[src/rtl/indexed_min_heap_timer_queue_core_assert.svh]
// ----------------------------------------------------------------------------
// Timer queue assertion macros
// Shared property forms for the timer queue checks (clk / arst_n domain).
// ----------------------------------------------------------------------------
`ifndef INDEXED_MIN_HEAP_TIMER_QUEUE_CORE_ASSERT_SVH
`define INDEXED_MIN_HEAP_TIMER_QUEUE_CORE_ASSERT_SVH

// same-cycle implication
`define IMHTQ_ASSERT_IMP(name, cond, prop) \
	name: assert property (@(posedge clk) disable iff (!arst_n) (cond) |-> (prop)) \
		else $error("timer queue check failed");

// next-cycle implication
`define IMHTQ_ASSERT_NXT(name, cond, prop) \
	name: assert property (@(posedge clk) disable iff (!arst_n) (cond) |=> (prop)) \
		else $error("timer queue check failed");

`endif

[src/rtl/imhtq_ram.sv]
// ----------------------------------------------------------------------------
// Generic RAM
// One write port, one read port with registered read data.
// ----------------------------------------------------------------------------
`timescale 1ns / 1ps
`default_nettype none

module imhtq_ram #(
	parameter int WIDTH = 8,
	parameter int DEPTH = 16
) (
	input  logic                     clk,
	input  logic                     we,
	input  logic [$clog2(DEPTH)-1:0] waddr,
	input  logic [WIDTH-1:0]         wdata,
	input  logic [$clog2(DEPTH)-1:0] raddr,
	output logic [WIDTH-1:0]         rdata
);

	logic [WIDTH-1:0] mem_q [DEPTH];

	// write and registered read
	always_ff @(posedge clk) begin
		if (we) begin
			mem_q[waddr] <= wdata;
		end
		rdata <= mem_q[raddr];
	end

endmodule

`default_nettype wire

[config.mk]
export PLATFORM = sky130hd
export DESIGN_NAME = imhtq_ram
export DESIGN_NICKNAME = d
export VERILOG_FILES = /design/src/rtl/indexed_min_heap_timer_queue_core_assert.svh /design/src/rtl/imhtq_ram.sv
export SDC_FILE = /design/constraint.sdc
export NUM_CORES = 1
export LEC_CHECK = 0
export ABC_AREA = 1
export BUFFER_PORTS_ARGS = -buffer_cell sky130_fd_sc_hd__buf_2
export CORE_MARGIN = 2
export CORE_UTILIZATION = 57
export CTS_CLUSTER_SIZE = 20
export DETAILED_ROUTE_END_ITERATION = 10
export PLACE_DENSITY = 0.75
export SYNTH_ARGS = -nofsm -noshare
export SYNTH_HDL_FRONTEND = slang
export SYNTH_SLANG_ARGS = --single-unit
[constraint.sdc]
create_clock -name clk -period 1.26 [get_ports clk]
set_clock_uncertainty 0.05 [all_clocks]
set_input_delay 0.063 -clock clk [delete_from_list [all_inputs] [get_ports clk]]
set_output_delay 0.063 -clock clk [all_outputs]
set_load 0.005 [all_outputs]
Word level (Yosys, flattened, before mapping)
Memories as Yosys holds them, arrays and structs flattened. A register that Yosys moved wholly into a read port is not among the register bits.
Cells that the tools add are included.
Widths: inputs -> output; s select.
Cells by class
  muxes and demuxes: 2
Operator list (number)
  $mux 1: 2
Storage, ports and cells
  bits in registers: 0
  bits in writable memories: 128
  bits of input ports: 18
  word-level logic and storage cells: 3
  memories: 1
Memories
  mem_q: depth 16, width 8, read ports 1, clocked after Yosys merged registers in 1, wr ports 1, RTL line imhtq_ram.sv:20  | logic [WIDTH-1:0] mem_q [DEPTH];

Depth between registers and ports, before layout
  depth in word-level cells: 2
  depth in mapped cells: 8
  mapped depth without buffers: 7

Worst setup path before layout
Ideal clock, no wire load.
  path type: input to register
  from: in waddr[2]
  to: mem mem_q[10][0] (enable)
  library setup time: 0.370 ns
  arrival: 0.644 ns
  setup slack: 0.196 ns
  cell stages on the path: 2
  path buffers: 0
  path through: nand3b_1 -> nor2_1
RTL lines
  start, declared: RTL line imhtq_ram.sv:14  | input logic [$clog2(DEPTH)-1:0] waddr,
  end, declared: RTL line imhtq_ram.sv:20
No word-level cell before the write port.

==> results.toml <==
[sta]
finalSetupTns_ns = 0
slew_violations = 0
slew_headroom_pct = 74.2
final-hold-violation-count = 0
min_period_ns = 1.10
clock.fmax_ghz = 0.912
rsz0062_at_grt = "false"
hold_ws_ns = 0.105
setup_viol = 0
post-route-period-util_pct = 87.1
tightestPinTransition_ns = 0.387

[layout]
final_cell_mix = "173 x nand2_1, 128 x edfxtp_1, 100 x inv_1"
seq_area_um2 = 4000
multi_input_area_um2 = 1210
diodes = 0
final_util_pct = 68.9
drive_gt1_share_pct = 12.9
area_delta_synth_final_pct = 17.4
final_common_cell = "nand2_1"
fillers = 733
nNetsFinal = 624

[hold_path]
hp-class = "input pin to flip-flop"
hold_path_depth = 6
min_to = "rdata[4]"
min_from = "raddr[1]"

[floorplan]
dieArea_um2 = 10900
initial_utilization_pct = 58.7
die_w_um = 105
coreArea_um2 = 9820
row_count = 36
pin_count = 26
die_y_um = 105

[drt]
routed_wl_um = 12700
drtPass1Iterations = 5
drt-initial-drc-count = 317
ant_nets = 0
num_vias = 3992
avgRoutedWirePerCell_um = 16.9
viasPerCell = 5.32
drc_errors = 0

[global_routing]
grt_pass1_wl_um = 20400
antenna_found_initial = 0
grt_max_degree = 56
overflow = 0
grt_pass1_vias = 4009
grtUsageTotal_pct = 25.1

[clock_tree]
worstSkewPairLatency_ns = 0.52
cts_buffers = 17
cts.sinks = 136
post_cts_buffers = 0
cts_buffer_depth = 2
cts_tree = "built"
ctsHtreeMaxLevel = 4
root_buffer = "clkbuf_8"
path_clk_slew_ns = 0.06

[power]
intPower_mw = 7.85
p_comb_share_pct = 6.6
clockPowerShare_pct = 43.0
p_leak_nw = 2.95
power.total_mw = 10.1
ir_drop_mv = 0.990
p_sw_mw = 2.24
swShare_pct = 22.2
powerDensity_nw_per_um2 = 1490
seqPwrFrac_pct = 50.4

[placement]
io_buffers = 25
place_hpwl_um = 7660
gp_congestion = 0.850

[worst_setup_path]
rrSetupSlack_ns = 0.16
worst_setup_path_end_kind = "flip-flop"
regToRegEndpoint = "rdata[7]"
worstPathArrival_ns = 1.45
cp_max_fo = 16
rr_startpoint = "mem_q[3][7]"
critical_path_required_ns = 1.61
start_kind = "input pin"
critical_path_class = "input pin to flip-flop"
reg2reg_depth = 6

[yosys]
ys_warn_count = 0
synth-seq-area-share_pct = 69.4
synth_nets = 569
ys_seq_elements = 136
synth.distinct_cells = 12
syn_avg_cell_area_um2 = 10.5
synth_area_um2 = 5770
synth_cells = 551

[job]
maxCapViolations = 0

[run_status]
status = "complete, no violations"
cells in the mapped netlist (all sizes together):
cell type / number / share of area, %
dfxtp: 8 / 2.8
nand3b: 2 / 0.26
nor2: 17 / 1.1
nand2: 173 / 11
inv: 102 / 6.6
edfxtp: 128 / 67
nand3: 97 / 8.4
buf: 24 / 2.9
kinds of logic after synthesis:
family	synth area share (%)
buffers and inverters	9.52
flip-flops	69.4
AND/OR/NAND/NOR	21.0
area by class of cell:
cell class | count | share of cell area [%]
Multi-Input combinational cell | 289 | 17.9
Inverter | 102 | 5.66
Tap cell | 133 | 2.46
Clock buffer | 17 | 6.12
Clock inverter | 14 | 1.65
Timing Repair Buffer | 60 | 7.03
Sequential cell | 136 | 59.2
power by group through the flow:
| stage | logic, mW | clock network, mW | registers (mW) |
|---|---|---|---|
| finish | 0.665 | 4.34 | 5.09 |
| global route | 0.734 | 4.57 | 5.09 |
| CTS | 0.662 | 4.38 | 5.09 |
| detailed placement | 0.631 | 0 | 5.18 |
| global placement | 0.615 | 0 | 5.18 |
| floorplan | 0.357 | 0 | 5.18 |
worst max path at each step:
stage / from / endpoint
4_1_cts: rdata[0] / rdata[0]
5_1_grt: mem_q[3][7] / rdata[7]
2_1_floorplan: waddr[2] / mem_q[10][0]
3_5_place_dp: waddr[2] / mem_q[10][7]
3_3_place_gp: raddr[0] / rdata[7]
6_report: raddr[2] / rdata[2]
metrics by stage:
step / instance area, um^2 / setup slack [ns] / std cells
2_1_floorplan: 5770 / 0.196 / 551
3_3_place_gp: 6140 / 0.125 / 710
3_5_place_dp: 6140 / 0.115 / 710
4_1_cts: 6770 / 0.166 / 751
5_1_grt: 6770 / 0.103 / 751
6_report: 6770 / 0.163 / 751
timing repair:
action,4_1_cts,5_1_grt
endpoints found under the hold margin,136,0
gates resized for setup,0,0
hold buffers,10,0
flip-flops by register name, summed over array words and instances, names as in the netlist:
signal and count:
rdata 8, mem_q 128
layer usage:
| metal | vias to the layer above | routed length (um) | share of wire (%) | GRT usage (%) |
|---|---|---|---|---|
| met5 | - | 0 | 0 | 0 |
| met4 | 0 | 390 | 3.1 | 11.7 |
| met3 | 37 | 1140 | 9.0 | 6.55 |
| met2 | 217 | 6160 | 49 | 40.1 |
| met1 | 1855 | 5000 | 39 | 32.4 |
| li1 | 1883 | - | - | - |
worst max-delay path, cell delays in order:
cell	delay, ns
dlygate4sd3_1	0.53
buf_2	0.18
inv_1	0.06
buf_4	0.23
nand3_1	0.17
nand3_1	0.14
nand2_1	0.07
(Power assumes the default switching activity.)
