--- src/rtl/indexed_min_heap_timer_queue_core_assert.svh ---
// ----------------------------------------------------------------------------
// Timer queue assertion macros
// Shared property forms for the timer queue checks (clk / arst_n domain).
// ----------------------------------------------------------------------------
`ifndef INDEXED_MIN_HEAP_TIMER_QUEUE_CORE_ASSERT_SVH
`define INDEXED_MIN_HEAP_TIMER_QUEUE_CORE_ASSERT_SVH

// same-cycle implication
`define IMHTQ_ASSERT_IMP(name, cond, prop) \
	name: assert property (@(posedge clk) disable iff (!arst_n) (cond) |-> (prop)) \
		else $error("timer queue check failed");

// next-cycle implication
`define IMHTQ_ASSERT_NXT(name, cond, prop) \
	name: assert property (@(posedge clk) disable iff (!arst_n) (cond) |=> (prop)) \
		else $error("timer queue check failed");

`endif

--- src/rtl/imhtq_pkg.sv ---
// ----------------------------------------------------------------------------
// Timer queue package
// Operation and result codes, entry types and the wrap-aware time compare.
// ----------------------------------------------------------------------------
`timescale 1ns / 1ps
`default_nettype none

package imhtq_pkg;

	localparam int HEAP_CAPACITY_DEF = 64;
	localparam int ID_COUNT_DEF      = 1024;
	localparam int MAX_IDS           = 1024;

	localparam int OP_W      = 3;
	localparam int ID_W      = 10;
	localparam int TIMEOUT_W = 31;
	localparam int TIME_W    = 32;
	localparam int KIND_W    = 3;

	localparam logic [OP_W-1:0] OP_ADD   = 3'd0;
	localparam logic [OP_W-1:0] OP_ADJ   = 3'd1;
	localparam logic [OP_W-1:0] OP_FIRE  = 3'd2;
	localparam logic [OP_W-1:0] OP_TICK  = 3'd3;
	localparam logic [OP_W-1:0] OP_QUERY = 3'd4;
	localparam logic [OP_W-1:0] OP_CLEAR = 3'd5;

	localparam logic [KIND_W-1:0] KIND_DONE    = 3'd0;
	localparam logic [KIND_W-1:0] KIND_FIRED   = 3'd1;
	localparam logic [KIND_W-1:0] KIND_DELAY   = 3'd2;
	localparam logic [KIND_W-1:0] KIND_FULL    = 3'd3;
	localparam logic [KIND_W-1:0] KIND_UNKNOWN = 3'd4;

	typedef struct packed {
		logic [TIME_W-1:0] expiry;
		logic [ID_W-1:0]   owner;
	} entry_t;

	typedef struct packed {
		logic [KIND_W-1:0]    kind;
		logic [ID_W-1:0]      id;
		logic [TIMEOUT_W-1:0] delay;
		logic                 empty;
	} res_t;

	// a is earlier than b when the wrapped difference is negative
	function automatic logic earlier(input logic [TIME_W-1:0] a, input logic [TIME_W-1:0] b);
		logic [TIME_W-1:0] d;
		d = a - b;
		return d[TIME_W-1];
	endfunction

endpackage

`default_nettype wire

--- src/rtl/imhtq_level.sv ---
// ----------------------------------------------------------------------------
// Heap level cell
// Holds one level of the heap as sibling pairs; reads a pair, writes one slot.
// ----------------------------------------------------------------------------
`timescale 1ns / 1ps
`default_nettype none

module imhtq_level #(
	parameter int SIZE = 1,
	parameter int LOCW = 1
) (
	input  logic               clk,
	input  logic               wr_en,
	input  logic [LOCW-1:0]    wr_loc,
	input  imhtq_pkg::entry_t  wr_data,
	input  logic [LOCW-1:0]    rd_loc,
	output imhtq_pkg::entry_t  rd_even,
	output imhtq_pkg::entry_t  rd_odd
);
	import imhtq_pkg::*;

	localparam int ROWS = (SIZE + 1) / 2;
	localparam int RW   = (ROWS > 1) ? $clog2(ROWS) : 1;

	entry_t          even_q [ROWS];
	entry_t          odd_q  [ROWS];
	logic [LOCW-1:0] rd_shift;
	logic [LOCW-1:0] wr_shift;
	logic [RW-1:0]   rd_row;
	logic [RW-1:0]   wr_row;

	assign rd_shift = rd_loc >> 1;
	assign wr_shift = wr_loc >> 1;
	assign rd_row   = rd_shift[RW-1:0];
	assign wr_row   = wr_shift[RW-1:0];

	// store one slot of the pair
	always_ff @(posedge clk) begin
		if (wr_en) begin
			if (wr_loc[0]) begin
				odd_q[wr_row] <= wr_data;
			end else begin
				even_q[wr_row] <= wr_data;
			end
		end
	end

	// present the addressed sibling pair
	assign rd_even = even_q[rd_row];
	assign rd_odd  = odd_q[rd_row];

endmodule

`default_nettype wire

--- config.mk ---
export PLATFORM = sky130hd
export DESIGN_NAME = imhtq_level
export DESIGN_NICKNAME = d
export VERILOG_FILES = /design/src/rtl/indexed_min_heap_timer_queue_core_assert.svh /design/src/rtl/imhtq_pkg.sv /design/src/rtl/imhtq_level.sv
export SDC_FILE = /design/constraint.sdc
export NUM_CORES = 1
export LEC_CHECK = 0
export BUFFER_PORTS_ARGS = -buffer_cell sky130_fd_sc_hd__buf_4
export CORE_ASPECT_RATIO = 1.25
export CORE_MARGIN = 2
export CORE_UTILIZATION = 47
export CTS_CLUSTER_DIAMETER = 100
export DETAILED_ROUTE_END_ITERATION = 10
export PLACE_DENSITY = 0.82
export SLEW_MARGIN = 20
export SYNTH_ARGS = -nofsm -noshare
export SYNTH_HDL_FRONTEND = slang
export SYNTH_SLANG_ARGS = --single-unit
export TNS_END_PERCENT = 1
--- constraint.sdc ---
create_clock -name clk -period 2.1 [get_ports clk]
set_input_delay 0 -clock clk [delete_from_list [all_inputs] [get_ports clk]]
set_output_delay 0 -clock clk [all_outputs]
set_load 0.005 [all_outputs]
Yosys cells after proc, flatten, opt, wreduce, memory -nomap -nowiden
Memories as Yosys holds them, arrays and structs flattened.
Index checks and enable logic that the tools add are counted.
{ "word_totals": {"ff_bits": 0, "latchBits": 0, "ramBits": 84, "romBits": 0, "input_bits": 46, "output_inout_bits": 84, "elab_cells": 8, "n_memories": 2} }
{ "classes": {"n_addsub": 0, "n_mul": 0, "div": 0, "n_lt_le_gt_ge": 0, "eq_ne": 0, "shift": 0, "n_mux": 6, "n_bitwise": 0, "n_reduce_logical": 0} }
{ "memory_table": {"columns": ["memory", "depth", "width", "rd", "rd_clocked_by_memory_dff", "write_ports", "line", "text"], "rows": [
  ["even_q", 1, 42, 1, 0, 1, "imhtq_level.sv:25", "entry_t even_q [ROWS];"],
  ["odd_q", 1, 42, 1, 0, 1, "imhtq_level.sv:26", "entry_t odd_q [ROWS];"]
]} }
{ "op_table": {"columns": ["cell", "n"], "rows": [
  ["1-bit 2-to-1 mux", 6]
]} }

Depth between registers and ports, before layout
{ "logic_depth": {"ltp_word": 3, "mapped_depth": 1, "depth_no_buf": 1} }

Least setup slack after synthesis
Ideal clock, no wire load.
{ "synth_path": {"path_kind": "input -> register", "start": "input wr_loc", "end": "memory even_q[0][0] in the netlist's numbering, enable pin", "setup_ps": 380, "arrival_ps": 659, "required_ps": 1720, "path_slack_ps": 1061, "cell_stages": 1, "n_path_buf": 0, "path_cell_list": "and2b_2"} }
{ "synth_via": {"elab_chain_cells": 3} }
{ "synth_lines": {"columns": ["element", "line", "text"], "rows": [
  ["start: declaration", "imhtq_level.sv:14", "input logic [LOCW-1:0] wr_loc,"],
  ["1-bit 2-to-1 mux", "imhtq_level.sv:40", "if (wr_loc[0]) begin"],
  ["1-bit 2-to-1 mux", "imhtq_level.sv:39", "if (wr_en) begin"],
  ["1-bit 2-to-1 mux (implied by the code)", "imhtq_level.sv:43", "even_q[wr_row] <= wr_data;"],
  ["end: declaration", "imhtq_level.sv:25", null]
]} }
Every way passes these cells.

==> qor.yml <==
status:
  outcome: "finished clean"
floorplanning:
  core_um2: 5150
  boundaryPins: 130
  die_width_um: 69.7
  num_rows: 29
  die_h_um: 86.2
  start_util: 0.493
  dieArea_um2: 6010
setup_path:
  max_stage_delay_ns: 0.40
  crit_path_start_kind: "flip-flop"
  crit_slowest_cell: "edfxtp_1"
  cp_top_family: "flip-flops"
  critPathKind: "reg2out"
  path_max_fanout: 1
  cp.arrival_ns: 0.90
  cp.depth: 1
  crit_path_end_kind: "output port"
  crit_buf_inv: 1
  crit_required_ns: 2.10
  crit_chain: "buf_4"
pwr:
  p_leak_nw: 1.69
  power.density_nw_per_um2: 810
  peakVddDrop_v: 0.000568
timing:
  final_hold_viol_count: 0
  fin_crit_sh: 0.429
  worstMarginPinSlew_ns: 0.557
  setup_viol: 0
  rsz0062_at_grt: "false"
  slew_viol_final: 0
  max_slew_margin: 0.629
  max_freq_ghz: 1.11
  setup_tns_ns: 0
  post-route-min-period_ns: 0.900
  layout_setup_ws_ns: 1.20
finish:
  final_nets: 315
  drive_gt1_frac: 0.529
  final_common_cell: "buf_4"
  antennaDiodeCount: 0
  final_cell_mix: "buf_4 (129), edfxtp_1 (84), dlygate4sd3_1 (42), clkbuf_8 (9)"
  areaGrowthSynthToFinish_pct: 65.3
global_routing:
  first_global_vias: 1653
  busiest_layer: "met2"
  grt_overflow: 0
  grt_max_degree: 43
  use_met1: 0.216
  grt_use_met2: 0.380
  gr-usage-met3: 0.0651
  antenna_found_initial: 0
  track_usage: 0.211
  grt_pass1_wl_mm: 8.83
synth:
  synth_cells: 86
  synthXorXnorAreaFrac: 0
  synth_area_leaders: "edfxtp_1 (99%), and2b_2 (0.34%), and2_2 (0.30%)"
  ys_ff_latch: 84
  synthMuxAreaShare: 0
  ys_types: 3
  ys.warnings.count: 0
  syn-cell-area_um2: 2540
  synth_simple_gate_area_frac: 0.00641
  yosys.area.top_type: "edfxtp_1"
  synth_nets: 132
  synthDominantCellAreaShare: 0.994
  avgSynthCellArea_um2: 29.5
  seq_area_frac_synth: 0.994
  synth-compound-area-share: 0
  synth_fa_ha_area_frac: 0
  synth_top_family_by_area: "simple AND/OR/NAND/NOR gates"
drt:
  dr.pass1.iters: 4
  drt-total-wl_mm: 6.19
  viasPerCell: 4.74
  vias: 1583
  routedWlPerCell_um: 18.5
  drc: 0
  drtIter0Drc: 166
  ant_nets: 0
cts:
  cts_resized: 0
  cts_buffer_depth: 2
  cts-buffers-inserted: 9
  clkTransAtPathRegs_ns: 0.08
  cts_sinks: 84
  cts_tree: "done"
  root_buffer: "clkbuf_8"
  htreeDepth: 3
min_path:
  hp-class: "in2reg"
  holdPathStages: 2
place:
  pre_cts_ws_ns: 0.884
  place_congestion: 0.717
  io_buffers: 128
run:
  cap_violations: 0
[area by class of cell]
class | instances | area, um^2
multi-input combinational | 2 | 16.3
sequential | 84 | 2520
timing repair buffer | 172 | 1410
clock inverter | 3 | 40.0
tap | 62 | 77.6
fill | 285 | 956
clock buffer | 11 | 131
[final timing paths]
path  slack [ns]            end    startpoint
max         1.20     rd_odd[41]  odd_q[0][41]
min         0.35  even_q[0][39]        wr_loc
[synth_stat cells]
library cell,n
edfxtp_1,84
and2b_2,1
and2_2,1
[repair_timing]
action	CTS	global route
hold buffers	42	0
setup buffers	0	0
endpoints found under the hold margin	84	0
[cell families (layout without fill, tap and decap cells)]
family                 count (synthesis)  in the layout
flip-flops                            84             84
AND/OR/NAND/NOR                        2              2
buffers and inverters                  0            186
[where the power goes]
group	switching (W)	internal, W	total, W
registers	0.0000326	0.00197	0.00200
logic	0.000132	0.000229	0.000361
clock network	0.000502	0.000533	0.00103
total	0.000666	0.00273	0.00340
[layer usage]
layer	routed length [um]	up-vias
met1	2050	776
met3	383	16
met5	0	-
met4	194	0
met2	3570	80
li1	-	711
[registers in the layout, indices dropped and copies added (netlist names)]
name / flops
odd_q: 42
even_q: 42
[per-stage QoR]
step | power (W) | cell area, um^2 | instances | util | hold slack [ns]
after detailed placement | 0.00234 | 3600 | 278 | 0.700 | 0.188
after floorplan | 0.00207 | 2540 | 86 | - | 0.0989
final | 0.00340 | 4200 | 334 | 0.814 | 0.350
after CTS | 0.00342 | 4200 | 334 | 0.814 | 0.352
after global placement | 0.00232 | 3600 | 278 | 0.700 | 0.185
after global routing | 0.00352 | 4200 | 334 | 0.814 | 0.374
No activity file was read; power rests on OpenSTA's default activity.
